**src/rtl/cesu8_pkg.sv**
```systemverilog
// Shared types, codes and helpers for the CESU-8 / UTF-8 transcoder.
// Used by cesu8_ctrl, cesu8_dpath and cesu8_utf8_transcoder_core.
package cesu8_pkg;

  localparam int unsigned WinMax = 6;
  localparam int unsigned CntW   = 3;

  // result event codes
  localparam logic [2:0] EV_PASS      = 3'd0;
  localparam logic [2:0] EV_CONV      = 3'd1;
  localparam logic [2:0] EV_UNPAIRED  = 3'd2;
  localparam logic [2:0] EV_INVALID   = 3'd3;
  localparam logic [2:0] EV_MALFORMED = 3'd4;

  // output byte source
  localparam logic [1:0] SEL_HEAD  = 2'd0;
  localparam logic [1:0] SEL_QMARK = 2'd1;
  localparam logic [1:0] SEL_FWD   = 2'd2;
  localparam logic [1:0] SEL_REV   = 2'd3;

  localparam logic [7:0] LeadCesu = 8'hED;
  localparam logic [7:0] Qmark    = 8'h3F;

  typedef struct packed {
    logic            load;
    logic            emit;
    logic [1:0]      sel;
    logic [2:0]      idx;
    logic [2:0]      ev;
    logic            last;
    logic [CntW-1:0] shift;
  } cmd_t;

  typedef struct packed {
    logic [CntW-1:0] cnt;
    logic            head_lead;
    logic            have_need;
    logic            fwd_pair;
    logic            fwd_surr;
    logic            rev_bad_cont;
    logic            rev_bad_plane;
    logic            eos;
    logic            more1;
    logic            more3;
    logic            more4;
    logic            slot_free;
  } sts_t;

  function automatic logic is_lead(input logic dir, input logic [7:0] b);
    return dir ? (b[7:3] == 5'b11110) : (b == LeadCesu);
  endfunction

endpackage

```
**src/rtl/cesu8_ctrl.sv**
```systemverilog
// Sequencer for the transcoder, using cesu8_pkg: picks one window
// action and emits at most one result byte per cycle unless stalled.
module cesu8_ctrl (
  input  logic              clk_i,
  input  logic              rst_ni,
  input  logic              dir_i,
  input  logic              fix_i,
  input  logic              in_valid_i,
  output logic              in_ready_o,
  input  cesu8_pkg::sts_t   sts_i,
  output cesu8_pkg::cmd_t   cmd_o
);

  localparam logic ST_IDLE = 1'b0;
  localparam logic ST_PROC = 1'b1;

  localparam logic [1:0] MD_SCAN = 2'd0;
  localparam logic [1:0] MD_FWD  = 2'd1;
  localparam logic [1:0] MD_REV  = 2'd2;
  localparam logic [1:0] MD_PASS = 2'd3;

  logic       state_q, state_d;
  logic [1:0] mode_q, mode_d;
  logic [2:0] idx_q, idx_d;

  assign in_ready_o = (state_q == ST_IDLE);

  always_comb begin
    state_d = state_q;
    mode_d  = mode_q;
    idx_d   = idx_q;
    cmd_o   = '0;
    case (state_q)
      ST_IDLE: begin
        if (in_valid_i) begin
          cmd_o.load = 1'b1;
          state_d    = ST_PROC;
          mode_d     = MD_SCAN;
          idx_d      = '0;
        end
      end
      ST_PROC: begin
        if (sts_i.slot_free) begin
          case (mode_q)
            MD_SCAN: begin
              if (sts_i.cnt == '0) begin
                state_d = ST_IDLE;
              end else if (!sts_i.head_lead || (!sts_i.have_need && sts_i.eos)) begin
                cmd_o.emit  = 1'b1;
                cmd_o.sel   = cesu8_pkg::SEL_HEAD;
                cmd_o.ev    = cesu8_pkg::EV_PASS;
                cmd_o.shift = 3'd1;
                cmd_o.last  = !sts_i.more1;
              end else if (!sts_i.have_need) begin
                // lead byte waiting for the rest of its window
                state_d = ST_IDLE;
              end else if (!dir_i) begin
                cmd_o.emit = 1'b1;
                if (sts_i.fwd_pair) begin
                  cmd_o.sel = cesu8_pkg::SEL_FWD;
                  cmd_o.ev  = cesu8_pkg::EV_CONV;
                  mode_d    = MD_FWD;
                  idx_d     = 3'd1;
                end else if (sts_i.fwd_surr && fix_i) begin
                  cmd_o.sel   = cesu8_pkg::SEL_QMARK;
                  cmd_o.ev    = cesu8_pkg::EV_UNPAIRED;
                  cmd_o.shift = 3'd3;
                  cmd_o.last  = !sts_i.more3;
                end else if (sts_i.fwd_surr) begin
                  cmd_o.sel   = cesu8_pkg::SEL_HEAD;
                  cmd_o.ev    = cesu8_pkg::EV_UNPAIRED;
                  cmd_o.shift = 3'd1;
                  mode_d      = MD_PASS;
                  idx_d       = 3'd1;
                end else begin
                  cmd_o.sel   = cesu8_pkg::SEL_HEAD;
                  cmd_o.ev    = cesu8_pkg::EV_PASS;
                  cmd_o.shift = 3'd1;
                  cmd_o.last  = !sts_i.more1;
                end
              end else begin
                cmd_o.emit = 1'b1;
                if (sts_i.rev_bad_cont) begin
                  cmd_o.sel   = cesu8_pkg::SEL_HEAD;
                  cmd_o.ev    = cesu8_pkg::EV_MALFORMED;
                  cmd_o.shift = 3'd1;
                  cmd_o.last  = !sts_i.more1;
                end else if (sts_i.rev_bad_plane && fix_i) begin
                  cmd_o.sel   = cesu8_pkg::SEL_QMARK;
                  cmd_o.ev    = cesu8_pkg::EV_INVALID;
                  cmd_o.shift = 3'd4;
                  cmd_o.last  = !sts_i.more4;
                end else if (sts_i.rev_bad_plane) begin
                  cmd_o.sel   = cesu8_pkg::SEL_HEAD;
                  cmd_o.ev    = cesu8_pkg::EV_INVALID;
                  cmd_o.shift = 3'd1;
                  cmd_o.last  = !sts_i.more1;
                end else begin
                  cmd_o.sel = cesu8_pkg::SEL_REV;
                  cmd_o.ev  = cesu8_pkg::EV_CONV;
                  mode_d    = MD_REV;
                  idx_d     = 3'd1;
                end
              end
            end
            MD_PASS: begin
              // rest of an unpaired surrogate, passed as is
              cmd_o.emit  = 1'b1;
              cmd_o.sel   = cesu8_pkg::SEL_HEAD;
              cmd_o.ev    = cesu8_pkg::EV_UNPAIRED;
              cmd_o.shift = 3'd1;
              if (idx_q == 3'd2) begin
                cmd_o.last = !sts_i.more1;
                mode_d     = MD_SCAN;
              end else begin
                idx_d = idx_q + 3'd1;
              end
            end
            MD_FWD: begin
              cmd_o.emit = 1'b1;
              cmd_o.sel  = cesu8_pkg::SEL_FWD;
              cmd_o.ev   = cesu8_pkg::EV_CONV;
              cmd_o.idx  = idx_q;
              if (idx_q == 3'd3) begin
                cmd_o.shift = 3'd6;
                cmd_o.last  = 1'b1;
                mode_d      = MD_SCAN;
              end else begin
                idx_d = idx_q + 3'd1;
              end
            end
            MD_REV: begin
              cmd_o.emit = 1'b1;
              cmd_o.sel  = cesu8_pkg::SEL_REV;
              cmd_o.ev   = cesu8_pkg::EV_CONV;
              cmd_o.idx  = idx_q;
              if (idx_q == 3'd5) begin
                cmd_o.shift = 3'd4;
                cmd_o.last  = 1'b1;
                mode_d      = MD_SCAN;
              end else begin
                idx_d = idx_q + 3'd1;
              end
            end
            default: mode_d = MD_SCAN;
          endcase
          if (cmd_o.emit && cmd_o.last) begin
            state_d = ST_IDLE;
            mode_d  = MD_SCAN;
          end
        end
      end
      default: state_d = ST_IDLE;
    endcase
  end

  always_ff @(posedge clk_i or negedge rst_ni) begin
    if (!rst_ni) begin
      state_q <= ST_IDLE;
      mode_q  <= MD_SCAN;
      idx_q   <= '0;
    end else begin
      state_q <= state_d;
      mode_q  <= mode_d;
      idx_q   <= idx_d;
    end
  end

endmodule

```
**src/rtl/cesu8_dpath.sv**
```systemverilog
// Datapath: six-byte window shift register, pattern checks, byte builders
// and the output register. Depends on cesu8_pkg.
module cesu8_dpath (
  input  logic            clk_i,
  input  logic            rst_ni,
  input  logic            dir_i,
  input  logic            dir_wr_i,
  input  logic [7:0]      in_byte_i,
  input  logic            in_eos_i,
  input  cesu8_pkg::cmd_t cmd_i,
  output cesu8_pkg::sts_t sts_o,
  input  logic            out_ready_i,
  output logic            out_valid_o,
  output logic [7:0]      out_byte_o,
  output logic [2:0]      out_event_o,
  output logic            out_last_o
);

  localparam int unsigned CntW = cesu8_pkg::CntW;

  logic [7:0]      win_q [cesu8_pkg::WinMax];
  logic [7:0]      win_d [cesu8_pkg::WinMax];
  logic [CntW-1:0] cnt_q, cnt_d;
  logic            eos_q;
  logic            ovalid_q;
  logic [7:0]      obyte_q;
  logic [2:0]      oev_q;
  logic            olast_q;

  logic            slot_free;
  logic [CntW-1:0] need;
  logic            high, low;
  logic [4:0]      pl_rev, pl_fwd;
  logic [3:0]      pl_rev_m1;
  logic [5:0]      ww_rev;
  logic [7:0]      fwd_byte, rev_byte, res_byte;

  function automatic logic more_after(input logic [CntW-1:0] cnt, input logic [CntW-1:0] k,
                                      input logic [7:0] wk, input logic eos,
                                      input logic dir);
    logic [CntW-1:0] rest;
    logic [CntW-1:0] nd;
    nd   = dir ? 3'd4 : 3'd6;
    rest = cnt - k;
    return (cnt > k) && (eos || !cesu8_pkg::is_lead(dir, wk) || (rest >= nd));
  endfunction

  assign slot_free = !ovalid_q || out_ready_i;
  assign need      = dir_i ? 3'd4 : 3'd6;

  assign high = (win_q[1][7:4] == 4'hA) && (win_q[2][7:6] == 2'b10);
  assign low  = (win_q[1][7:4] == 4'hB) && (win_q[2][7:6] == 2'b10);

  // plane bits of a four-byte code, and of a surrogate pair plus one
  assign pl_rev    = {win_q[0][2:0], win_q[1][5:4]};
  assign pl_rev_m1 = 4'(pl_rev - 5'd1);
  assign pl_fwd    = {1'b0, win_q[1][3:0]} + 5'd1;
  assign ww_rev    = {win_q[1][3:0], win_q[2][5:4]};

  always_comb begin
    sts_o               = '0;
    sts_o.cnt           = cnt_q;
    sts_o.head_lead     = cesu8_pkg::is_lead(dir_i, win_q[0]);
    sts_o.have_need     = (cnt_q >= need);
    sts_o.fwd_surr      = high || low;
    sts_o.fwd_pair      = high && (win_q[3] == cesu8_pkg::LeadCesu) &&
                          (win_q[4][7:4] == 4'hB) && (win_q[5][7:6] == 2'b10);
    sts_o.rev_bad_cont  = (win_q[1][7:6] != 2'b10) || (win_q[2][7:6] != 2'b10) ||
                          (win_q[3][7:6] != 2'b10);
    sts_o.rev_bad_plane = (pl_rev == 5'd0) || (pl_rev > 5'd16);
    sts_o.eos           = eos_q;
    sts_o.more1         = more_after(cnt_q, 3'd1, win_q[1], eos_q, dir_i);
    sts_o.more3         = more_after(cnt_q, 3'd3, win_q[3], eos_q, dir_i);
    sts_o.more4         = more_after(cnt_q, 3'd4, win_q[4], eos_q, dir_i);
    sts_o.slot_free     = slot_free;
  end

  always_comb begin
    case (cmd_i.idx)
      3'd0:    fwd_byte = {5'b11110, pl_fwd[4:2]};
      3'd1:    fwd_byte = {2'b10, pl_fwd[1:0], win_q[2][5:2]};
      3'd2:    fwd_byte = {2'b10, win_q[2][1:0], win_q[4][3:0]};
      default: fwd_byte = win_q[5];
    endcase
    case (cmd_i.idx)
      3'd0:    rev_byte = cesu8_pkg::LeadCesu;
      3'd1:    rev_byte = {4'hA, pl_rev_m1};
      3'd2:    rev_byte = {2'b10, ww_rev};
      3'd3:    rev_byte = cesu8_pkg::LeadCesu;
      3'd4:    rev_byte = {4'hB, win_q[2][3:0]};
      default: rev_byte = win_q[3];
    endcase
    case (cmd_i.sel)
      cesu8_pkg::SEL_HEAD:  res_byte = win_q[0];
      cesu8_pkg::SEL_QMARK: res_byte = cesu8_pkg::Qmark;
      cesu8_pkg::SEL_FWD:   res_byte = fwd_byte;
      cesu8_pkg::SEL_REV:   res_byte = rev_byte;
      default:              res_byte = win_q[0];
    endcase
  end

  // window update: append at the fill point or drop from the front
  always_comb begin
    logic [3:0] src;
    src = '0;
    for (int i = 0; i < cesu8_pkg::WinMax; i++) begin
      src      = {1'b0, 3'(i)} + {1'b0, cmd_i.shift};
      win_d[i] = win_q[i];
      if ((cmd_i.shift != '0) && (src < 4'(cesu8_pkg::WinMax))) begin
        win_d[i] = win_q[src[2:0]];
      end
    end
    if (cmd_i.load) begin
      win_d[cnt_q] = in_byte_i;
    end
    if (dir_wr_i) begin
      cnt_d = '0;
    end else if (cmd_i.load) begin
      cnt_d = cnt_q + 3'd1;
    end else if (cmd_i.shift >= cnt_q) begin
      cnt_d = (cmd_i.shift == '0) ? cnt_q : '0;
    end else begin
      cnt_d = cnt_q - cmd_i.shift;
    end
  end

  always_ff @(posedge clk_i or negedge rst_ni) begin
    if (!rst_ni) begin
      cnt_q    <= '0;
      eos_q    <= 1'b0;
      ovalid_q <= 1'b0;
    end else begin
      cnt_q <= cnt_d;
      if (cmd_i.load) begin
        eos_q <= in_eos_i;
      end
      if (slot_free) begin
        ovalid_q <= cmd_i.emit;
      end
    end
  end

  always_ff @(posedge clk_i) begin
    win_q <= win_d;
    if (slot_free && cmd_i.emit) begin
      obyte_q <= res_byte;
      oev_q   <= cmd_i.ev;
      olast_q <= cmd_i.last;
    end
  end

  assign out_valid_o = ovalid_q;
  assign out_byte_o  = obyte_q;
  assign out_event_o = oev_q;
  assign out_last_o  = olast_q;

endmodule

```
**src/rtl/cesu8_utf8_transcoder_core.sv**
```systemverilog
// Top level of the CESU-8 / UTF-8 transcoder: APB register file, stream
// ports, sequencer and datapath. Depends on cesu8_pkg, cesu8_ctrl, cesu8_dpath.

// Byte-stream transcoder. direction (0x0) picks CESU-8 to UTF-8 (0) or UTF-8
// to CESU-8 (1); writing it drops any bytes held in the window. fix_invalid
// (0x4) replaces unpaired surrogates and four-byte codes with a bad plane by
// '?'. Each input byte is loaded into the window first; the sequencer then
// releases its results, the most when a whole surrogate pair or four-byte
// code is rewritten. Results leave the single-byte output register at one
// byte per cycle while the sink keeps m_axis_tready high. s_axis_tready
// returns as soon as the last result of a byte has been loaded into the
// output register, or once the byte yields no more results, so a new byte
// is taken only after the results of the previous one. Results carry
// the event code on m_axis_tuser and mark the final byte of each input on
// m_axis_tlast; s_axis_tlast flushes the held bytes unchanged.
module cesu8_utf8_transcoder_core (
  input  logic        clk_i,
  input  logic        rst_ni,
  // APB
  input  logic        psel,
  input  logic        penable,
  input  logic        pwrite,
  input  logic [2:0]  paddr,
  input  logic [31:0] pwdata,
  output logic [31:0] prdata,
  output logic        pready,
  // input stream
  input  logic        s_axis_tvalid,
  output logic        s_axis_tready,
  input  logic [7:0]  s_axis_tdata,   // [7:0] in_byte
  input  logic        s_axis_tlast,   // end_of_stream
  // result stream
  output logic        m_axis_tvalid,
  input  logic        m_axis_tready,
  output logic [7:0]  m_axis_tdata,   // [7:0] out_byte
  output logic [2:0]  m_axis_tuser,   // [2:0] event_res
  output logic        m_axis_tlast    // last_of_run
);

  logic            dir_q, fix_q;
  logic            wr_en, dir_wr;
  cesu8_pkg::cmd_t cmd;
  cesu8_pkg::sts_t sts;

  assign pready = 1'b1;
  assign wr_en  = psel && penable && pwrite;
  assign dir_wr = wr_en && !paddr[2];
  assign prdata = paddr[2] ? {31'b0, fix_q} : {31'b0, dir_q};

  always_ff @(posedge clk_i or negedge rst_ni) begin
    if (!rst_ni) begin
      dir_q <= 1'b0;
      fix_q <= 1'b0;
    end else if (wr_en) begin
      if (paddr[2]) begin
        fix_q <= pwdata[0];
      end else begin
        dir_q <= pwdata[0];
      end
    end
  end

  cesu8_ctrl u_ctrl (
    .clk_i      (clk_i),
    .rst_ni     (rst_ni),
    .dir_i      (dir_q),
    .fix_i      (fix_q),
    .in_valid_i (s_axis_tvalid),
    .in_ready_o (s_axis_tready),
    .sts_i      (sts),
    .cmd_o      (cmd)
  );

  cesu8_dpath u_dpath (
    .clk_i       (clk_i),
    .rst_ni      (rst_ni),
    .dir_i       (dir_q),
    .dir_wr_i    (dir_wr),
    .in_byte_i   (s_axis_tdata),
    .in_eos_i    (s_axis_tlast),
    .cmd_i       (cmd),
    .sts_o       (sts),
    .out_ready_i (m_axis_tready),
    .out_valid_o (m_axis_tvalid),
    .out_byte_o  (m_axis_tdata),
    .out_event_o (m_axis_tuser),
    .out_last_o  (m_axis_tlast)
  );

`ifndef NO_ASSERTIONS
  // an idle block always has room to append the next byte
  a_room_when_idle: assert property (@(posedge clk_i) disable iff (!rst_ni)
    s_axis_tready |-> (sts.cnt < 3'd6))
    else $error("window full while accepting");

  // after an end-of-stream byte the window is flushed before the next transfer
  a_flushed: assert property (@(posedge clk_i) disable iff (!rst_ni)
    (s_axis_tready && sts.eos) |-> (sts.cnt == 3'd0))
    else $error("window not flushed at end of stream");

  // a transfer always moves the block out of its ready state
  a_busy_after_in: assert property (@(posedge clk_i) disable iff (!rst_ni)
    (s_axis_tvalid && s_axis_tready) |=> !s_axis_tready)
    else $error("ready right after an input transfer");

  // the input side only reopens after a final result or with nothing emitted
  a_last_before_idle: assert property (@(posedge clk_i) disable iff (!rst_ni)
    (cmd.emit && !cmd.last) |=> !s_axis_tready)
    else $error("ready while results of a byte are pending");
`endif

endmodule

```
**config.mk**
```make
export PLATFORM = sky130hd
export DESIGN_NAME = cesu8_utf8_transcoder_core
export DESIGN_NICKNAME = d
export VERILOG_FILES = /design/src/rtl/cesu8_pkg.sv /design/src/rtl/cesu8_ctrl.sv /design/src/rtl/cesu8_dpath.sv /design/src/rtl/cesu8_utf8_transcoder_core.sv
export SDC_FILE = /design/constraint.sdc
export NUM_CORES = 1
export LEC_CHECK = 0
export BUFFER_PORTS_ARGS = -buffer_cell sky130_fd_sc_hd__buf_2
export CAP_MARGIN = 20
export CORE_MARGIN = 5
export CORE_UTILIZATION = 45
export CTS_CLUSTER_SIZE = 28
export DETAILED_ROUTE_END_ITERATION = 10
export HOLD_SLACK_MARGIN = 0.06
export PLACE_DENSITY = 0.65
export SETUP_SLACK_MARGIN = 0.5
export SYNTH_ARGS = -nofsm -noshare
export SYNTH_HDL_FRONTEND = slang
export SYNTH_SLANG_ARGS = --single-unit
export TNS_END_PERCENT = 5
```
**constraint.sdc**
```tcl
create_clock -name clk_i -period 6.1 [get_ports clk_i]
set_input_delay 0.305 -clock clk_i [delete_from_list [all_inputs] [get_ports clk_i]]
set_output_delay 0.305 -clock clk_i [all_outputs]
set_load 0.1 [all_outputs]
```
==> results of run 1 <==
cells in the final DEF, fill, tap and decap left out, types with 4 or more instances in the layout:
cell type / n
sky130_fd_sc_hd__a221o_1: 8
sky130_fd_sc_hd__mux2_2: 23
sky130_fd_sc_hd__dfrtp_1: 13
sky130_fd_sc_hd__mux4_2: 8
sky130_fd_sc_hd__o21a_1: 10
sky130_fd_sc_hd__o31ai_1: 5
sky130_fd_sc_hd__nor3_1: 17
sky130_fd_sc_hd__a211oi_1: 5
sky130_fd_sc_hd__nand4_1: 8
sky130_fd_sc_hd__o22ai_1: 27
sky130_fd_sc_hd__dfxtp_1: 48
sky130_fd_sc_hd__ha_1: 34
sky130_fd_sc_hd__nor2_1: 48
sky130_fd_sc_hd__nand4b_1: 5
sky130_fd_sc_hd__mux2i_1: 10
sky130_fd_sc_hd__o21ai_0: 61
sky130_fd_sc_hd__a311oi_1: 4
sky130_fd_sc_hd__a21o_1: 6
sky130_fd_sc_hd__nand3b_1: 4
sky130_fd_sc_hd__buf_2: 32
sky130_fd_sc_hd__o211ai_1: 28
sky130_fd_sc_hd__a32o_1: 10
sky130_fd_sc_hd__edfxtp_1: 12
sky130_fd_sc_hd__a221oi_1: 25
sky130_fd_sc_hd__conb_1: 32
sky130_fd_sc_hd__xnor2_1: 4
sky130_fd_sc_hd__nand2b_1: 9
sky130_fd_sc_hd__nor4b_1: 4
sky130_fd_sc_hd__a22oi_1: 11
sky130_fd_sc_hd__clkbuf_16: 9
sky130_fd_sc_hd__o221a_2: 8
sky130_fd_sc_hd__inv_1: 37
sky130_fd_sc_hd__a21oi_1: 59
sky130_fd_sc_hd__nand3_1: 22
sky130_fd_sc_hd__buf_4: 11
sky130_fd_sc_hd__nand2_1: 67
metrics by stage:
stage	hold WS [ps]	power [mW]	util (%)	instance area, sq um	std cells
final	165	4.91	48.7	7050	990
after global routing	185	5.19	48.7	7050	990
after CTS	154	4.84	48.7	7050	990
after detailed placement	217	4.28	46.6	6750	973
after global placement	212	4.21	46.6	6750	973
after floorplan	9.41	3.53	-	6720	823
cell families after synthesis:
kind of cell	after synthesis	synth area share (%)
flip-flops	73	24.9
AO/OA/AOI/OAI	302	32.1
other	2	0.114
multiplexers	41	8.17
AND/OR/NAND/NOR	214	17.1
XOR/XNOR	9	1.59
buffers and inverters	117	9.19
adder cells (fa/ha/maj)	35	6.75
final timing paths:
path	from	depth (start not counted)	to	slack (ps)
max	u_dpath.pl_rev[0]$_DFF_P_	13	u_dpath.win_q[45]$_DFF_P_	1510
min	s_axis_tlast	3	u_dpath.eos_q$_DFFE_PN0P_	160
max reg2reg	u_dpath.pl_rev[0]$_DFF_P_	13	u_dpath.win_q[45]$_DFF_P_	1510
min reg2reg	u_dpath.win_q[5]$_DFF_P_	1	u_dpath.win_q[5]$_DFF_P_	540
max in group asynchronous	rst_ni	2	u_dpath.cnt_q[1]$_DFFE_PN0P_	5470
min in group asynchronous	rst_ni	2	u_ctrl.idx_q[0]$_DFFE_PN0P_	390
worst max-delay path: stages, from the launching register on:
cell and delay [ps]:
sky130_fd_sc_hd__dfxtp_1 360, sky130_fd_sc_hd__inv_1 250, sky130_fd_sc_hd__ha_1 260, sky130_fd_sc_hd__nand4bb_1 190, sky130_fd_sc_hd__or4_4 550, sky130_fd_sc_hd__o211ai_2 190
sky130_fd_sc_hd__o22ai_2 130, sky130_fd_sc_hd__buf_4 230, sky130_fd_sc_hd__nand2_4 280, sky130_fd_sc_hd__clkinv_2 130, sky130_fd_sc_hd__buf_4 280, sky130_fd_sc_hd__ha_1 400
sky130_fd_sc_hd__nor3b_1 910, sky130_fd_sc_hd__a221oi_1 250
where the power goes:
group / internal (mW) / switching (mW)
Combinational: 1.14 / 2.02
Sequential: 0.765 / 0.436
Clock: 0.328 / 0.225
Total: 2.23 / 2.68
cell type report:
type	count	area, sq um
timing repair buffer	44	253
clock inverter	5	55.1
clock buffer	11	243
fill	1381	7420
inverter	40	154
tap	184	230
sequential	73	1650
multi-input combinational	633	4470
metal layers:
layer | global-route usage [%] | vias to the layer above | routed length, um
met1 | 33.7 | 3099 | 9560
met4 | 10.6 | 0 | 609
met5 | 0 | - | 0
met3 | 3.71 | 54 | 1880
li1 | - | 3007 | -
met2 | 37.4 | 393 | 9920
flip-flops by register name, indices dropped and copies added, names as in the netlist:
signal and flops:
u_ctrl.state_q 1, u_dpath.eos_q 1, u_ctrl.mode_q 2, u_dpath.cnt_q 3, u_dpath.out_byte_o 8, dir_q 1
u_dpath.out_last_o 1, u_dpath.pl_rev 5, u_dpath.out_valid_o 1, fix_q 1, u_ctrl.idx_q 3, u_dpath.win_q 43
u_dpath.out_event_o 3
==> flow_summary.json, run 1 <==
{
  "remaining_drc_errors": 0,
  "status": "finished clean",
  "drive_above_1_share_pct": 15.0,
  "h-tree-depth": 3,
  "placeableCoreArea_sq_mm": 0.0145,
  "synth_ff_type": "sky130_fd_sc_hd__dfxtp_1",
  "vias_in_the_first_global_route": 6158,
  "average_footprint_of_a_synthesized_cell_sq_um": 8.33,
  "cts.reportedPaths.clkPinSlew_ps": 60,
  "global_route.usage.total_pct": 24.3,
  "initial_core_util_pct": 45.6,
  "rsz0062_at_grt": "false",
  "detail_route.iter0.violations": 841,
  "yosysMostFrequentCell": "sky130_fd_sc_hd__nand2_1",
  "slew_headroom_pct": 29.1,
  "timing.critical_path.from_type": "flip-flop",
  "numCtsBuffers": 9,
  "synth.top_cells.by_count": "67 x sky130_fd_sc_hd__nand2_1, 61 x sky130_fd_sc_hd__o21ai_0, 60 x sky130_fd_sc_hd__a21oi_1",
  "row_cnt": 44,
  "global_placer_s_final_weighted_congestion": 0.933,
  "cts.sinks": 73,
  "synth_warnings": 0,
  "max-vdd-ir-drop_v": 0.000274,
  "top_level_ports": 98,
  "grt_antenna_before_repair": 0,
  "cts-resized-gates": 0,
  "gr-total-overflow": 0,
  "final.min_clock_period_ps": 4590,
  "synth.top_cells.by_area": "sky130_fd_sc_hd__dfxtp_1 15%, sky130_fd_sc_hd__ha_1 6.4%, sky130_fd_sc_hd__edfxtp_1 5.5%",
  "report.final.hold_viol_count": 0,
  "die_area_sq_mm": 0.0172,
  "setup-violations-final": 0,
  "async_flop_share_pct": 17.8,
  "cts_tree": "done",
  "clk_latency_ps": 350,
  "cp_required_ps": 6260,
  "timing.critical_path.to_type": "flip-flop",
  "post-synth-top-area-cell": "sky130_fd_sc_hd__dfxtp_1",
  "final_nets": 887,
  "tightestPinTransition_ps": 1060,
  "p_per_area_mw_per_mm2": 696,
  "finalWorstSetupSlack_ps": 1510,
  "postCtsSetupBuffers": 0,
  "io_buffer_count": 32,
  "synth_seq_area_share_pct": 24.9,
  "dpl.hpwl_um": 16700,
  "leakagePower_nw": 2.72,
  "timing.critical_path.fanout_max": 40,
  "area_delta_synth_final_pct": 6.82,
  "route.detailed.wl_per_inst_um": 22.2,
  "synth_top_cell_area_share_pct": 14.6,
  "ant_nets": 0,
  "dr.pass1.iters": 5,
  "grt_pass1_wl_um": 34500,
  "timing_worst_setup_path_type": "reg2reg",
  "max_freq_mhz": 218,
  "worst-endpoint-arrival_ps": 4750,
  "wl_um": 22000,
  "largest_net_degree_at_the_start_of_global_routing": 46,
  "cts-hold-fix-buffers": 1,
  "synth-edff-count": 12,
  "maxCapViolations": 0,
  "vias": 6553,
  "die_y_um": 131,
  "maxSlewViolCount": 0,
  "synth_area_sq_mm": 0.00660,
  "final_clock_period_utilization_by_the_worst_path_pct": 75.3,
  "die_w_um": 131,
  "finalClockSkew_ps": 13.8,
  "min_path_type": "in2reg",
  "max-clock-path-buffers": 2,
  "viasPerCell": 6.62,
  "cts-root-buf": "sky130_fd_sc_hd__clkbuf_16",
  "synth.distinct_cells": 84,
  "syn_inst": 793,
  "num_antenna_cells": 0,
  "postSynthRegisterBits": 73,
  "place_ws_ps": 1570,
  "setup_tns_ps": 0
}
Note: power is estimated with default switching activity, not from simulation.
==> run 2, diff against run 1 <==
--- a/config.mk
+++ b/config.mk
@@ -12,7 +12,7 @@
 export CTS_CLUSTER_SIZE = 28
 export DETAILED_ROUTE_END_ITERATION = 10
 export HOLD_SLACK_MARGIN = 0.06
-export PLACE_DENSITY = 0.65
+export PLACE_DENSITY = 0.68
 export SETUP_SLACK_MARGIN = 0.5
 export SYNTH_ARGS = -nofsm -noshare
 export SYNTH_HDL_FRONTEND = slang
==> constraint.sdc (replaced) <==
create_clock -name clk_i -period 4.03 [get_ports clk_i]
set_input_delay 0.2015 -clock clk_i [delete_from_list [all_inputs] [get_ports clk_i]]
set_output_delay 0.2015 -clock clk_i [all_outputs]
set_load 0.1 [all_outputs]
==> flow_summary.json, run 2 (same netlist as run 1, synthesis figures left out) <==
{
  "status": "finished clean",
  "worst-endpoint-arrival_ps": 3700,
  "timing.critical_path.fanout_max": 6,
  "largest_reg_flops": 43,
  "final.min_clock_period_ps": 3450,
  "placeableCoreArea_sq_mm": 0.0145,
  "max_freq_mhz": 290,
  "layout_commonest_cell": "sky130_fd_sc_hd__nand2_1",
  "die_area_sq_mm": 0.0172,
  "row_cnt": 44,
  "register_bank_with_the_most_flops": "u_dpath.win_q",
  "max-clock-path-buffers": 2,
  "num_antenna_cells": 0,
  "io_buffer_count": 32,
  "remaining_drc_errors": 0,
  "route.detailed.wl_per_inst_um": 21.4,
  "cp_required_ps": 4280,
  "cts-root-buf": "sky130_fd_sc_hd__clkbuf_16",
  "cts_tree": "done",
  "min-delay-start": "pwdata[0]",
  "top_level_ports": 98,
  "timing_worst_setup_path_type": "reg2reg",
  "largest_net_degree_at_the_start_of_global_routing": 40,
  "final_cells": 1038,
  "rr_startpoint": "u_dpath.pl_rev[0]$_DFF_P_",
  "tightestPinTransition_ps": 779,
  "vias_in_the_first_global_route": 6276,
  "rsz0062_at_grt": "true",
  "die_w_um": 131,
  "drive_above_1_share_pct": 21.4,
  "gr-total-overflow": 0,
  "report.final.hold_viol_count": 0,
  "vias": 6702,
  "cts.sinks": 73,
  "global_route.usage.total_pct": 24.9,
  "global_placer_s_final_weighted_congestion": 0.970,
  "p_per_area_mw_per_mm2": 1040,
  "dpl.hpwl_um": 16700,
  "maxCapViolations": 0,
  "startpoint": "u_dpath.pl_rev[0]$_DFF_P_",
  "setup-violations-final": 0,
  "finalClockSkew_ps": 7.98,
  "viasPerCell": 6.46,
  "max-vdd-ir-drop_v": 0.000366,
  "area_delta_synth_final_pct": 14.2,
  "numPlacedInstances": 1009,
  "final_clock_period_utilization_by_the_worst_path_pct": 85.6,
  "die_y_um": 131,
  "timing.critical_path.from_type": "flip-flop",
  "h-tree-depth": 3,
  "timing.critical_path.to_type": "flip-flop",
  "final_cell_mix": "66 x sky130_fd_sc_hd__nand2_1, 61 x sky130_fd_sc_hd__o21ai_0, 58 x sky130_fd_sc_hd__a21oi_1",
  "setup_tns_ps": 0,
  "leakagePower_nw": 2.96,
  "numCtsBuffers": 9,
  "maxSlewViolCount": 0,
  "final_nets": 935,
  "min_path_type": "in2reg",
  "wl_um": 22200,
  "ant_nets": 0,
  "dr.pass1.iters": 5,
  "detail_route.iter0.violations": 702,
  "grt_antenna_before_repair": 0,
  "cts.reportedPaths.clkPinSlew_ps": 70,
  "clk_latency_ps": 360,
  "initial_core_util_pct": 45.6,
  "slew_headroom_pct": 47.9,
  "grt_pass1_wl_um": 35000
}
[run 2: report_power, final]
group	switching [mW]	total, mW	leakage (nW)	internal [mW]
Sequential	0.526	1.69	0.678	1.16
Combinational	3.28	5.30	2.14	2.02
Clock	0.361	0.846	0.150	0.485
Total	4.16	7.83	2.96	3.67
[run 2: worst paths after layout]
path                                               end  slack [ps]  cells past startpoint
max in group asynchronous            dir_q$_DFFE_PN0P_        3500                      2
min                                  dir_q$_DFFE_PN0P_          70                      3
min reg2reg                   u_dpath.win_q[5]$_DFF_P_         530                      1
min in group asynchronous  u_ctrl.idx_q[2]$_DFFE_PN0P_         270                      2
max                           u_dpath.win_q[4]$_DFF_P_         580                     14
max reg2reg                   u_dpath.win_q[4]$_DFF_P_         580                     14
[run 2: cell type report]
| cell class | count | area, sq um |
|---|---|---|
| Clock inverter | 7 | 78.8 |
| Fill cell | 1397 | 6940 |
| Timing Repair Buffer | 92 | 628 |
| Multi-Input combinational cell | 633 | 4560 |
| Tap cell | 184 | 230 |
| Sequential cell | 73 | 1650 |
| Clock buffer | 9 | 225 |
| Inverter | 40 | 163 |
[run 2: timing repair]
item / CTS / global route
gates resized for setup: 5 / 11
buffers inserted: 2 / 9
hold endpoints to repair: 14 / 0
endpoints found under the setup margin: 42 / 42
pin swaps: 2 / 4
hold buffers: 2 / 0
cloned: 0 / 0
[run 2: layer usage]
| layer | vias to the layer above | GRT usage (%) | routed length (um) |
|---|---|---|---|
| met2 | 358 | 38.5 | 9930 |
| met1 | 3189 | 33.6 | 9390 |
| met5 | - | 0 | 0 |
| li1 | 3101 | - | - |
| met4 | 0 | 8.78 | 624 |
| met3 | 54 | 6.69 | 2290 |
[run 2: critical path, cell delays in order (launching register included)]
cell and delay [ps]:
sky130_fd_sc_hd__dfxtp_2 370, sky130_fd_sc_hd__inv_2 100, sky130_fd_sc_hd__ha_2 210, sky130_fd_sc_hd__nand4bb_1 190, sky130_fd_sc_hd__or4_4 600, sky130_fd_sc_hd__o211ai_4 210, sky130_fd_sc_hd__o22ai_4 110, sky130_fd_sc_hd__nand2_4 140
sky130_fd_sc_hd__clkinv_2 110, sky130_fd_sc_hd__ha_1 280, sky130_fd_sc_hd__xnor2_4 280, sky130_fd_sc_hd__nor2_1 110, sky130_fd_sc_hd__buf_4 170, sky130_fd_sc_hd__a221o_1 320, sky130_fd_sc_hd__o221a_2 130
[run 2: metrics by stage]
| stage | worst slack (ps) | hold WS [ps] | util [%] | total power, mW | area [sq um] |
|---|---|---|---|---|---|
| after floorplan | 495 | -94.1 | - | 5.42 | 6790 |
| after global placement | 366 | 116 | 48.8 | 6.68 | 7060 |
| after detailed placement | 323 | 121 | 48.8 | 6.74 | 7060 |
| after CTS | 482 | 65.0 | 51.3 | 7.63 | 7430 |
| after global routing | 473 | 109 | 52.1 | 8.31 | 7540 |
| final | 580 | 68.3 | 52.1 | 7.83 | 7540 |
